==> src/sara_pkg.sv <==
`timescale 1ns / 1ps
`default_nettype none
// ----------------------------------------------------------------------------
// sara_pkg
// shared types and codes for the shelf atlas rectangle allocator
// ----------------------------------------------------------------------------
package sara_pkg;

    // operation codes
    localparam logic OP_PLACE = 1'b0;
    localparam logic OP_CLEAR = 1'b1;

    // result status codes
    localparam logic [2:0] ST_OK          = 3'd0;
    localparam logic [2:0] ST_INVALID     = 3'd1;
    localparam logic [2:0] ST_OVERFLOW_X  = 3'd2;
    localparam logic [2:0] ST_LOCKED      = 3'd3;
    localparam logic [2:0] ST_RESIZE_FAIL = 3'd4;

    // configuration register indexes
    localparam logic [2:0] REG_ATLAS_WIDTH    = 3'd0;
    localparam logic [2:0] REG_INITIAL_HEIGHT = 3'd1;
    localparam logic [2:0] REG_PAD_X          = 3'd2;
    localparam logic [2:0] REG_PAD_Y          = 3'd3;
    localparam logic [2:0] REG_GROWTH_LOCKED  = 3'd4;

    // register reset values
    localparam logic [12:0] RESET_ATLAS_WIDTH    = 13'd1024;
    localparam logic [14:0] RESET_INITIAL_HEIGHT = 15'd256;

    // cursor saturation limits
    localparam logic [12:0] CURSOR_X_MAX = 13'h1FFF;
    localparam logic [14:0] CURSOR_Y_MAX = 15'h7FFF;

    // working width for sums of cursor, size, pad and row height
    typedef logic [17:0] wide_t;

    typedef struct packed {
        logic [12:0] atlas_width;
        logic [7:0]  pad_x;
        logic [7:0]  pad_y;
        logic        growth_locked;
    } cfg_t;

    typedef struct packed {
        logic        load_height;
        logic [14:0] height_value;
        logic        home;
        logic [7:0]  home_x;
        logic [7:0]  home_y;
    } cfg_evt_t;

    typedef struct packed {
        logic [12:0] cursor_x;
        logic [14:0] cursor_y;
        logic [14:0] row_tallest;
        logic [14:0] height_now;
        logic        anything_placed;
    } shelf_state_t;

    typedef struct packed {
        logic [2:0]  status;
        logic [11:0] offset_x;
        logic [13:0] offset_y;
        logic [14:0] current_height;
        logic        grew;
    } result_t;

endpackage
`default_nettype wire

==> src/sara_if.sv <==
`timescale 1ns / 1ps
`default_nettype none
// ----------------------------------------------------------------------------
// sara_if
// request, response and configuration channels of the atlas allocator
// ----------------------------------------------------------------------------

interface sara_req_if;
    logic        valid;
    logic        ready;
    logic        operation;
    logic [12:0] rect_width;
    logic [14:0] rect_height;

    modport source (output valid, output operation, output rect_width,
                    output rect_height, input ready);
    modport sink   (input valid, input operation, input rect_width,
                    input rect_height, output ready);
endinterface

interface sara_rsp_if;
    logic        valid;
    logic        ready;
    logic [2:0]  status;
    logic [11:0] offset_x;
    logic [13:0] offset_y;
    logic [14:0] current_height;
    logic        grew;

    modport source (output valid, output status, output offset_x, output offset_y,
                    output current_height, output grew, input ready);
    modport sink   (input valid, input status, input offset_x, input offset_y,
                    input current_height, input grew, output ready);
endinterface

interface sara_cfg_if;
    logic        valid;
    logic        ready;
    logic [2:0]  index;
    logic [14:0] data;

    modport source (output valid, output index, output data, input ready);
    modport sink   (input valid, input index, input data, output ready);
endinterface

`default_nettype wire

==> src/shelf_atlas_rect_allocator_core.sv <==
`timescale 1ns / 1ps
`default_nettype none
// ----------------------------------------------------------------------------
// shelf_atlas_rect_allocator_core
// shelf allocator for rectangles in an atlas of fixed width and growable height
// ----------------------------------------------------------------------------
// Each request beat either places one rectangle or clears the atlas, and each
// produces exactly one response beat with status, offset, atlas height and a
// grew flag. The block takes one request per clock while the response
// register has room; a beat waits in the request register, where the shelf
// state (cursor, row height, atlas height) is checked and updated in a single
// pass, and the result lands in the response register, which drives the
// response. The shelf state is updated at the edge the result is registered,
// which lets the next beat see it right away. Configuration writes are taken
// every cycle and must only come while no request is in flight; writing the
// initial height reloads the atlas height, and writing a pad while nothing is
// placed moves the cursor home.
module shelf_atlas_rect_allocator_core
    import sara_pkg::*;
#(
    parameter int MAX_WIDTH  = 4096,
    parameter int MAX_HEIGHT = 16384
)
(
    input  logic clk,
    input  logic rst_n,
    sara_req_if.sink   req,
    sara_rsp_if.source rsp,
    sara_cfg_if.sink   cfg
);

    // atlas height never exceeds the 15-bit field
    localparam int HEIGHT_CAP   = (MAX_HEIGHT < 32767) ? MAX_HEIGHT : 32767;
    localparam int RESET_HEIGHT = (256 > HEIGHT_CAP) ? HEIGHT_CAP : 256;

    cfg_t         cfg_q;
    cfg_evt_t     cfg_evt;
    shelf_state_t state_reg, state_next, step_state;
    result_t      step_res;
    result_t      rsp_reg;

    // request stage
    logic        req_valid_reg;
    logic        op_reg;
    logic [12:0] rect_width_reg;
    logic [14:0] rect_height_reg;
    logic        rsp_valid_reg;

    logic req_fire;
    logic step_fire;
    logic rsp_room;

    // config writes are always taken
    assign cfg.ready = 1'b1;

    sara_cfg #(
        .HEIGHT_CAP (HEIGHT_CAP)
    ) u_cfg (
        .clk      (clk),
        .rst_n    (rst_n),
        .wr_en    (cfg.valid),
        .wr_index (cfg.index),
        .wr_data  (cfg.data),
        .cfg_q    (cfg_q),
        .evt      (cfg_evt)
    );

    sara_step #(
        .MAX_WIDTH  (MAX_WIDTH),
        .HEIGHT_CAP (HEIGHT_CAP)
    ) u_step (
        .cfg_q       (cfg_q),
        .st          (state_reg),
        .operation   (op_reg),
        .rect_width  (rect_width_reg),
        .rect_height (rect_height_reg),
        .st_next     (step_state),
        .res         (step_res)
    );

    // handshake: response register frees when taken, request stage moves on
    // whenever the response register has room
    assign rsp_room  = !rsp_valid_reg || rsp.ready;
    assign step_fire = req_valid_reg && rsp_room;
    assign req.ready = !req_valid_reg || step_fire;
    assign req_fire  = req.valid && req.ready;

    always_ff @(posedge clk or negedge rst_n)
    begin
        if (!rst_n)
        begin
            req_valid_reg <= 1'b0;
        end
        else if (req_fire)
        begin
            req_valid_reg <= 1'b1;
        end
        else if (step_fire)
        begin
            req_valid_reg <= 1'b0;
        end
    end

    always_ff @(posedge clk)
    begin
        if (req_fire)
        begin
            op_reg          <= req.operation;
            rect_width_reg  <= req.rect_width;
            rect_height_reg <= req.rect_height;
        end
    end

    // shelf state: config side effects or the result of a request beat
    always_comb
    begin
        state_next = state_reg;
        if (cfg.valid)
        begin
            if (cfg_evt.load_height)
            begin
                state_next.height_now = cfg_evt.height_value;
            end
            if (cfg_evt.home && !state_reg.anything_placed)
            begin
                state_next.cursor_x    = 13'(cfg_evt.home_x);
                state_next.cursor_y    = 15'(cfg_evt.home_y);
                state_next.row_tallest = '0;
            end
        end
        else if (step_fire)
        begin
            state_next = step_state;
        end
    end

    always_ff @(posedge clk or negedge rst_n)
    begin
        if (!rst_n)
        begin
            state_reg.cursor_x        <= '0;
            state_reg.cursor_y        <= '0;
            state_reg.row_tallest     <= '0;
            state_reg.height_now      <= 15'(RESET_HEIGHT);
            state_reg.anything_placed <= 1'b0;
        end
        else
        begin
            state_reg <= state_next;
        end
    end

    // response register
    always_ff @(posedge clk or negedge rst_n)
    begin
        if (!rst_n)
        begin
            rsp_valid_reg <= 1'b0;
        end
        else if (step_fire)
        begin
            rsp_valid_reg <= 1'b1;
        end
        else if (rsp.ready)
        begin
            rsp_valid_reg <= 1'b0;
        end
    end

    always_ff @(posedge clk)
    begin
        if (step_fire)
        begin
            rsp_reg <= step_res;
        end
    end

    assign rsp.valid          = rsp_valid_reg;
    assign rsp.status         = rsp_reg.status;
    assign rsp.offset_x       = rsp_reg.offset_x;
    assign rsp.offset_y       = rsp_reg.offset_y;
    assign rsp.current_height = rsp_reg.current_height;
    assign rsp.grew           = rsp_reg.grew;

endmodule
`default_nettype wire

==> src/sara_cfg.sv <==
`timescale 1ns / 1ps
`default_nettype none
// ----------------------------------------------------------------------------
// sara_cfg
// configuration registers and the side effects of a register write
// ----------------------------------------------------------------------------
module sara_cfg
    import sara_pkg::*;
#(
    parameter int HEIGHT_CAP = 16384
)
(
    input  logic        clk,
    input  logic        rst_n,
    input  logic        wr_en,
    input  logic [2:0]  wr_index,
    input  logic [14:0] wr_data,
    output cfg_t        cfg_q,
    output cfg_evt_t    evt
);

    localparam wide_t CAP_W = wide_t'(HEIGHT_CAP);

    logic [12:0] atlas_width_reg, atlas_width_next;
    logic [7:0]  pad_x_reg, pad_x_next;
    logic [7:0]  pad_y_reg, pad_y_next;
    logic        growth_locked_reg, growth_locked_next;
    logic [14:0] height_clamped;

    // clamp written height to 1..cap
    always_comb
    begin
        if (wr_data == 15'd0)
        begin
            height_clamped = 15'd1;
        end
        else if (wide_t'(wr_data) > CAP_W)
        begin
            height_clamped = CAP_W[14:0];
        end
        else
        begin
            height_clamped = wr_data;
        end
    end

    // initial height only acts through the atlas height load at write time
    always_comb
    begin
        atlas_width_next    = atlas_width_reg;
        pad_x_next          = pad_x_reg;
        pad_y_next          = pad_y_reg;
        growth_locked_next  = growth_locked_reg;
        evt                 = '0;
        if (wr_en)
        begin
            unique case (wr_index)
                REG_ATLAS_WIDTH:
                begin
                    atlas_width_next = wr_data[12:0];
                end
                REG_INITIAL_HEIGHT:
                begin
                    evt.load_height = 1'b1;
                end
                REG_PAD_X:
                begin
                    pad_x_next = wr_data[7:0];
                    evt.home   = 1'b1;
                end
                REG_PAD_Y:
                begin
                    pad_y_next = wr_data[7:0];
                    evt.home   = 1'b1;
                end
                REG_GROWTH_LOCKED:
                begin
                    growth_locked_next = wr_data[0];
                end
                default:
                begin
                end
            endcase
        end
        evt.height_value = height_clamped;
        evt.home_x       = pad_x_next;
        evt.home_y       = pad_y_next;
    end

    always_ff @(posedge clk or negedge rst_n)
    begin
        if (!rst_n)
        begin
            atlas_width_reg    <= RESET_ATLAS_WIDTH;
            pad_x_reg          <= 8'd0;
            pad_y_reg          <= 8'd0;
            growth_locked_reg  <= 1'b0;
        end
        else
        begin
            atlas_width_reg    <= atlas_width_next;
            pad_x_reg          <= pad_x_next;
            pad_y_reg          <= pad_y_next;
            growth_locked_reg  <= growth_locked_next;
        end
    end

    assign cfg_q.atlas_width   = atlas_width_reg;
    assign cfg_q.pad_x         = pad_x_reg;
    assign cfg_q.pad_y         = pad_y_reg;
    assign cfg_q.growth_locked = growth_locked_reg;

endmodule
`default_nettype wire

==> src/sara_step.sv <==
`timescale 1ns / 1ps
`default_nettype none
// ----------------------------------------------------------------------------
// sara_step
// one request against the shelf state: next state and result
// ----------------------------------------------------------------------------
module sara_step
    import sara_pkg::*;
#(
    parameter int MAX_WIDTH  = 4096,
    parameter int HEIGHT_CAP = 16384
)
(
    input  cfg_t         cfg_q,
    input  shelf_state_t st,
    input  logic         operation,
    input  logic [12:0]  rect_width,
    input  logic [14:0]  rect_height,
    output shelf_state_t st_next,
    output result_t      res
);

    localparam wide_t WIDTH_LIM = wide_t'(MAX_WIDTH);
    localparam wide_t CAP_W     = wide_t'(HEIGHT_CAP);

    wide_t       wd, w, h, px, py, cx, cy, rt, hn;
    wide_t       end_x0, end_y0, end_row, row_y_raw, dbl;
    wide_t       cx_e, cy_e, hn_e, rt_e, end_x1, end_y1;
    logic [14:0] row_y;
    logic        bad_size, too_wide, fit_x0, fit_y0, fit_row;
    logic        need_grow, can_grow, grow, row_start;

    assign wd = (wide_t'(cfg_q.atlas_width) > WIDTH_LIM) ? WIDTH_LIM
                                                         : wide_t'(cfg_q.atlas_width);
    assign w  = wide_t'(rect_width);
    assign h  = wide_t'(rect_height);
    assign px = wide_t'(cfg_q.pad_x);
    assign py = wide_t'(cfg_q.pad_y);
    assign cx = wide_t'(st.cursor_x);
    assign cy = wide_t'(st.cursor_y);
    assign rt = wide_t'(st.row_tallest);
    assign hn = wide_t'(st.height_now);

    assign bad_size = (rect_width == 13'd0) || (rect_height == 15'd0);
    assign too_wide = w > wd;

    // fit tests in the current row
    assign end_x0  = cx + w + px;
    assign end_y0  = cy + h + py;
    assign end_row = end_y0 + rt;
    assign fit_x0  = end_x0 <= wd;
    assign fit_y0  = end_y0 <= hn;
    assign fit_row = end_row <= hn;

    // top of the next row, saturated
    assign row_y_raw = cy + rt + py;
    assign row_y     = (row_y_raw > wide_t'(CURSOR_Y_MAX)) ? CURSOR_Y_MAX : row_y_raw[14:0];

    assign dbl       = {hn[16:0], 1'b0};
    assign need_grow = !fit_y0 || (!fit_x0 && !fit_row);
    assign can_grow  = !cfg_q.growth_locked && (dbl <= CAP_W);
    assign grow      = need_grow && can_grow;
    assign row_start = grow || (fit_y0 && !fit_x0 && fit_row);

    // position after any row change or growth
    assign cx_e   = row_start ? px : cx;
    assign cy_e   = row_start ? wide_t'(row_y) : cy;
    assign rt_e   = row_start ? '0 : rt;
    assign hn_e   = grow ? dbl : hn;
    assign end_x1 = cx_e + w + px;
    assign end_y1 = cy_e + h + py;

    always_comb
    begin
        st_next = st;
        res     = '0;
        res.status = ST_OK;
        if (operation == OP_CLEAR)
        begin
            if (st.anything_placed)
            begin
                st_next.cursor_x        = 13'(cfg_q.pad_x);
                st_next.cursor_y        = 15'(cfg_q.pad_y);
                st_next.row_tallest     = '0;
                st_next.anything_placed = 1'b0;
            end
        end
        else if (bad_size)
        begin
            res.status = ST_INVALID;
        end
        else if (too_wide)
        begin
            res.status = ST_OVERFLOW_X;
        end
        else if (need_grow && cfg_q.growth_locked)
        begin
            res.status = ST_LOCKED;
        end
        else if (need_grow && !can_grow)
        begin
            res.status = ST_RESIZE_FAIL;
        end
        else
        begin
            // row change and growth stay even if the rectangle still fails
            if (grow)
            begin
                st_next.height_now = hn_e[14:0];
                res.grew           = 1'b1;
            end
            if (row_start)
            begin
                st_next.cursor_x    = cx_e[12:0];
                st_next.cursor_y    = cy_e[14:0];
                st_next.row_tallest = '0;
            end
            if (end_x1 > wd)
            begin
                res.status = ST_OVERFLOW_X;
            end
            else if (end_y1 > hn_e)
            begin
                res.status = ST_RESIZE_FAIL;
            end
            else
            begin
                res.offset_x = cx_e[11:0];
                res.offset_y = cy_e[13:0];
                st_next.cursor_x = (end_x1 > wide_t'(CURSOR_X_MAX)) ? CURSOR_X_MAX
                                                                     : end_x1[12:0];
                st_next.row_tallest     = (h > rt_e) ? rect_height : rt_e[14:0];
                st_next.anything_placed = 1'b1;
            end
        end
        res.current_height = st_next.height_now;
    end

endmodule
`default_nettype wire

==> src/flat_wrapper.sv <==
// flat-port wrapper written by rule: the top's interface ports become plain ports
module shelf_atlas_rect_allocator_core_flat import sara_pkg::*;
#(
    parameter int MAX_WIDTH  = 4096,
    parameter int MAX_HEIGHT = 16384
)
  (clk, rst_n, req_valid, req_operation, req_rect_width, req_rect_height, req_ready, rsp_valid, rsp_status, rsp_offset_x, rsp_offset_y, rsp_current_height, rsp_grew, rsp_ready, cfg_valid, cfg_index, cfg_data, cfg_ready);
  sara_req_if req_i ();
  sara_rsp_if rsp_i ();
  sara_cfg_if cfg_i ();
  input  logic clk;
  input  logic rst_n;
  input wire logic [$bits(req_i.valid)-1:0] req_valid;
  input wire logic [$bits(req_i.operation)-1:0] req_operation;
  input wire logic [$bits(req_i.rect_width)-1:0] req_rect_width;
  input wire logic [$bits(req_i.rect_height)-1:0] req_rect_height;
  output wire logic [$bits(req_i.ready)-1:0] req_ready;
  output wire logic [$bits(rsp_i.valid)-1:0] rsp_valid;
  output wire logic [$bits(rsp_i.status)-1:0] rsp_status;
  output wire logic [$bits(rsp_i.offset_x)-1:0] rsp_offset_x;
  output wire logic [$bits(rsp_i.offset_y)-1:0] rsp_offset_y;
  output wire logic [$bits(rsp_i.current_height)-1:0] rsp_current_height;
  output wire logic [$bits(rsp_i.grew)-1:0] rsp_grew;
  input wire logic [$bits(rsp_i.ready)-1:0] rsp_ready;
  input wire logic [$bits(cfg_i.valid)-1:0] cfg_valid;
  input wire logic [$bits(cfg_i.index)-1:0] cfg_index;
  input wire logic [$bits(cfg_i.data)-1:0] cfg_data;
  output wire logic [$bits(cfg_i.ready)-1:0] cfg_ready;
  assign req_i.valid = req_valid;
  assign req_i.operation = req_operation;
  assign req_i.rect_width = req_rect_width;
  assign req_i.rect_height = req_rect_height;
  assign req_ready = req_i.ready;
  assign rsp_valid = rsp_i.valid;
  assign rsp_status = rsp_i.status;
  assign rsp_offset_x = rsp_i.offset_x;
  assign rsp_offset_y = rsp_i.offset_y;
  assign rsp_current_height = rsp_i.current_height;
  assign rsp_grew = rsp_i.grew;
  assign rsp_i.ready = rsp_ready;
  assign cfg_i.valid = cfg_valid;
  assign cfg_i.index = cfg_index;
  assign cfg_i.data = cfg_data;
  assign cfg_ready = cfg_i.ready;
  shelf_atlas_rect_allocator_core #(.MAX_WIDTH(MAX_WIDTH), .MAX_HEIGHT(MAX_HEIGHT)) u_core (.clk(clk), .rst_n(rst_n), .req(req_i), .rsp(rsp_i), .cfg(cfg_i));
endmodule
==> config.mk <==
export PLATFORM = sky130hd
export DESIGN_NAME = shelf_atlas_rect_allocator_core_flat
export DESIGN_NICKNAME = d
export VERILOG_FILES = /design/src/sara_pkg.sv /design/src/sara_if.sv /design/src/shelf_atlas_rect_allocator_core.sv /design/src/sara_cfg.sv /design/src/sara_step.sv /design/src/flat_wrapper.sv
export SDC_FILE = /design/constraint.sdc
export NUM_CORES = 1
export LEC_CHECK = 0
export BUFFER_PORTS_ARGS = -buffer_cell sky130_fd_sc_hd__clkbuf_2
export CAP_MARGIN = 30
export CORE_UTILIZATION = 30
export DETAILED_ROUTE_END_ITERATION = 6
export PLACE_DENSITY_LB_ADDON = 0.05
export SLEW_MARGIN = 25
export SYNTH_ARGS = -nofsm -noshare
export SYNTH_HDL_FRONTEND = slang
export SYNTH_HIERARCHICAL = 1
export SYNTH_SLANG_ARGS = --single-unit
==> constraint.sdc <==
create_clock -name clk -period 15.4 [get_ports clk]
set_input_delay 3.08 -clock clk [delete_from_list [all_inputs] [get_ports clk]]
set_output_delay 3.08 -clock clk [all_outputs]
set_load 0.005 [all_outputs]
* Yosys cells after proc, flatten, opt, wreduce, memory -nomap -nowiden
Index checks and enable logic that the tools add are counted.
** Storage, ports and cells
- Output and inout bits :: 48
- Bits in registers :: 165
- Input bits :: 52
** Operators by class
- Equality and inequality tests :: 17
- $lt $le $gt $ge :: 12
- Reductions and logical operators :: 42
- Muxes and demuxes :: 49
- Bitwise logic cells :: 1
- $add $sub $neg :: 11
** Operator list (number)
- 59-bit 2-to-1 mux :: 5
- 43-bit 2-to-1 mux :: 4
- 15-bit 2-to-1 mux :: 11
- 13-bit 2-to-1 mux :: 5
- 58-bit 2-to-1 mux :: 1
- 16-bit by 8-bit adder with 17-bit output :: 3
- 15-bit by 15-bit adder with 16-bit output :: 3
- 8-bit 2-to-1 mux :: 4
- 14-bit by 8-bit adder with 15-bit output :: 2
- 15-bit logical NOT :: 2
- 13-bit by 13-bit adder with 14-bit output :: 2
- 17-bit by 15-bit adder with 18-bit output :: 1
- 18-bit by 15-bit <= comparator with 1-bit output :: 1
- 17-bit by 15-bit greater-than comparator with 1-bit output, second input constant :: 1
- 17-bit by 16-bit greater-than comparator with 1-bit output :: 1
- 17-bit by 15-bit <= comparator with 1-bit output :: 1
- 16-bit by 15-bit <= comparator with 1-bit output, second input constant :: 1
- 16-bit 2-to-1 mux :: 1
- 2-bit by 1-bit != test with 1-bit output, second input constant :: 8
- 8-bit AND reduction :: 2
- 15-bit by 13-bit greater-than comparator with 1-bit output :: 1
- 15-bit by 13-bit greater-than comparator with 1-bit output, second input constant :: 1
- 15-bit greater-than comparator :: 1
- 15-bit greater-than comparator, second input constant :: 1
- other kinds (24) :: 69

* Longest topological paths before layout
- Depth in word-level cells :: 23
- Depth in mapped cells :: 57
- Depth with buffers taken out :: 54

* Cells and area by module
The synthesis kept the hierarchy.
** By module, submodules not included
- sara_step :: cells each 1205, instances 1, area each 9327.7 um^2, seq. area each 0.0 um^2
- shelf_atlas_rect_allocator_core :: cells each 254, instances 1, area each 4715.8 um^2, seq. area each 3749.8 um^2
- sara_cfg :: cells each 90, instances 1, area each 1353.8 um^2, seq. area each 752.0 um^2

* Least setup slack after synthesis
OpenSTA, ideal clock, no wires.
- Path kind :: register to register
- From :: register u_core.u_cfg.pad_y_reg[1]
- To :: register u_core/state_reg[21] (netlist name)
- Setup slack :: 4399 ps
- Setup time :: 121 ps
- Stages on the path, launching flop included :: 51
- Arrival :: 10880 ps
- Clock period less this slack :: 11001 ps
- Buffers on the path :: 1
- Required time :: 15279 ps
- Path through :: dfrtp_1 inv_1 fa_1 inv_1 ha_1 inv_1 fa_1 nor2b_1 o31a_1 o21a_1 nor2_1 xnor2_1 ha_1 or4_1 o22ai_1 a31oi_1 a21o_1 a21oi_1 [15 not listed] o21bai_1 a211oi_1 o21ai_0 a31o_2 a21oi_1 xnor2_1 ha_1 nand2_1 nor4_1 o2bb2ai_1 a21oi_1 a311oi_1 nand3_1 nor3_1 o31ai_1 clkbuf_1 a32o_1 a22o_1
** RTL lines
- start: declaration :: line sara_cfg.sv:26 : logic [7:0] pad_y_reg, pad_y_next;
- start signal: assignment :: line sara_cfg.sv:103 : pad_y_reg <= pad_y_next;
- end signal: assignment :: line shelf_atlas_rect_allocator_core.sv:149 : state_reg <= state_next;
- end: declaration :: line shelf_atlas_rect_allocator_core.sv:38 : shelf_state_t state_reg, state_next, step_state;

==> impl_metrics.ini <==
[final_layout]
final_cells = 2298
antennaDiodeCount = 0
area_growth_pct = 10.6
largest_reg_flops = 59
layout-drive-gt1-share_pct = 12.7
num-nets-final = 1925

[placement]
placedCellCount = 2266
hpwlAfterDp_um = 42100
io_buffer_count = 98
place.gp.congestion = 0.821

[synth]
synth_common_cells = ha_1 (214), a21oi_1 (108), dfrtp_1 (89)
synth_top_flop_cell = dfrtp_1
synth-async-reset-ratio_pct = 55.2
syn_inst = 1549
synth-edff-count = 74
synth_cell_types = 82
synthesis.nets = 1861
yosysTopAreaCell = ha_1
syn-cell-area_um2 = 15400
ys_seq_area_share_pct = 29.2
synth.area.top_cells = ha_1 (17%), dfrtp_1 (14%), edfxtp_1 (14%)
yosys_warnings = 6
synth_seq_cells = 165
yosysMostFrequentCell = ha_1
avgSynthCellArea_um2 = 9.94
yosys.area.top_type_share_pct = 17.4

[timing]
fmax_mhz = 75.1
slew_headroom_pct = 38.0
fin_crit_sh_pct = 86.5
hold_viol_final = 0
finalSetupViolCount = 0
drv_slew = 0
fin_skew_ns = 0.0116
rsz0062_at_grt = no
worst_slew_pin_slew_ns = 0.925
fin_tns_setup_ns = 0
layout_min_cycle_time_ns = 13.31

[worst_setup_path]
slowest_delay_ns = 0.79
slowest_stage = o31ai_4
crit_type = reg -> reg
cp_max_fo = 15
required_ns = 15.82
cp.arrival_ns = 13.74
cp-end-kind = flip-flop
start_kind = flip-flop

[clock_network]
htreeDepth = 4
clk_pin_slew_ns = 0.07
cts_buffer_depth = 2
hold_buffers = 0
post_cts.repair.setup_buffers = 0
cts_tree = built
cts_inserted_buffers = 17
cts_root_buf = clkbuf_16
cts-resized-gates = 0
clock_sinks = 165
clkLatencyLatePin_ns = 0.49

[floorplan]
io_pins = 100
die_h_um = 229
coreArea_um2 = 50400
rows = 82
dieArea_um2 = 52200
start_util_pct = 30.6
dieWidth_um = 229

[drt]
first_pass_iters = 5
ant_nets = 0
dr_total_vias = 12400
vias_per_cell = 5.39
route.detailed.drc = 0
wirelength_um = 53900
first_iter_violations = 782
wire_per_inst_um = 23.5

[global_routing]
grt_pass1_vias = 12000
track_usage_pct = 20.9
overflow = 0
grt_pass1_wl_um = 80300
antenna_found_initial = 1
grt_max_degree = 60

[run_status]
status = finished, final reports clean

[run]
cap_viol_max_count = 0

[min_path]
hp-class = reg -> reg
[critical path: cells and delay by family, from the launching register on]
kind / cells / cell delay (ns)
xor+xnor: 3 / 0.39
simple gates: 10 / 2.86
compound gates: 23 / 5.78
flops: 1 / 0.47
mux: 1 / 0.42
buf+inv: 3 / 0.24
fa+ha+maj: 9 / 3.06
[metal layers]
metal  vias to the layer above  share of wire, %  global-route usage, %
met5                         -                 0                      0
met4                         0               1.3                   4.91
met3                        32               4.2                   3.57
met2                       294                42                   30.2
met1                      6112                53                   31.8
li1                       5941                 -                      -
[per-stage QoR]
step	util [%]	setup slack (ns)	hold slack, ns	area [um^2]
2_1_floorplan	-	4.40	0.463	15400
3_3_place_gp	32.7	2.01	0.491	16400
3_5_place_dp	32.7	2.15	0.493	16500
4_1_cts	33.8	2.04	0.510	17000
5_1_grt	33.8	1.08	0.530	17000
6_report	33.8	2.09	0.511	17000
[layout by cell type, fill, tap and decap left out, types with 8 or more instances in the layout]
master	netlist	final
a211oi_1	18	17
a21o_1	32	32
a21oi_1	108	108
a221o_1	34	34
a221oi_1	10	10
a22o_1	37	37
a32o_1	15	15
and2_1	41	38
and3_1	22	22
buf_4	18	16
clkbuf_16	0	17
clkbuf_2	0	97
dfrtp_1	89	89
edfxtp_1	74	74
fa_1	46	46
ha_1	214	214
inv_1	84	84
mux2_2	28	28
mux2_4	8	8
mux2i_1	35	35
nand2_1	80	80
nand2b_1	19	19
nand3_1	24	24
nand4_1	26	26
nor2_1	87	87
nor2b_1	38	38
nor3_1	22	22
nor4_1	12	12
o211a_1	8	8
o211ai_1	13	13
o21a_1	24	24
o21ai_0	59	59
o21bai_1	12	12
xnor2_1	52	52
xor2_1	12	12
[final cells by class]
class / count / area [um^2]
inverter: 85 / 319
tap: 672 / 841
sequential: 165 / 4500
fill: 5128 / 33400
clock inverter: 14 / 140
multi-input combinational: 1231 / 10200
timing repair buffer: 113 / 606
clock buffer: 18 / 429
[kinds of logic (layout without fill, tap and decap cells)]
kind of cell / Yosys count / in the layout / synth area share (%)
flops: 165 / 165 / 29.2
xor+xnor: 64 / 64 / 3.64
fa+ha+maj: 260 / 260 / 23.4
simple gates: 403 / 403 / 13.8
compound gates: 431 / 431 / 20.1
mux: 71 / 71 / 5.10
other cells: 2 / 2 / 0.0488
buf+inv: 153 / 230 / 4.70
[final timing paths]
| path | start | end | slack, ns | depth (start not counted) |
|---|---|---|---|---|
| setup / recovery | u_core/u_cfg/pad_y_reg[1]$_DFF_PN0_ | u_core/state_reg[29]$_DFFE_PN0P_ | 2.09 | 49 |
| hold / removal | u_core/u_cfg/atlas_width_reg[0]$_DFFE_PN0P_ | u_core/u_cfg/atlas_width_reg[0]$_DFFE_PN0P_ | 0.51 | 1 |
| setup reg to reg | u_core/u_cfg/pad_y_reg[1]$_DFF_PN0_ | u_core/state_reg[29]$_DFFE_PN0P_ | 2.09 | 49 |
| min in group asynchronous | rst_n | u_core/state_reg[45]$_DFFE_PN0P_ | 2.55 | 1 |
| hold reg to reg | u_core/u_cfg/atlas_width_reg[0]$_DFFE_PN0P_ | u_core/u_cfg/atlas_width_reg[0]$_DFFE_PN0P_ | 0.51 | 1 |
| max in group asynchronous | rst_n | u_core/state_reg[8]$_DFFE_PN0P_ | 11.56 | 2 |
Power is not shown: default switching activity piles up to over one toggle a cycle in this logic, so the estimate is an artifact.
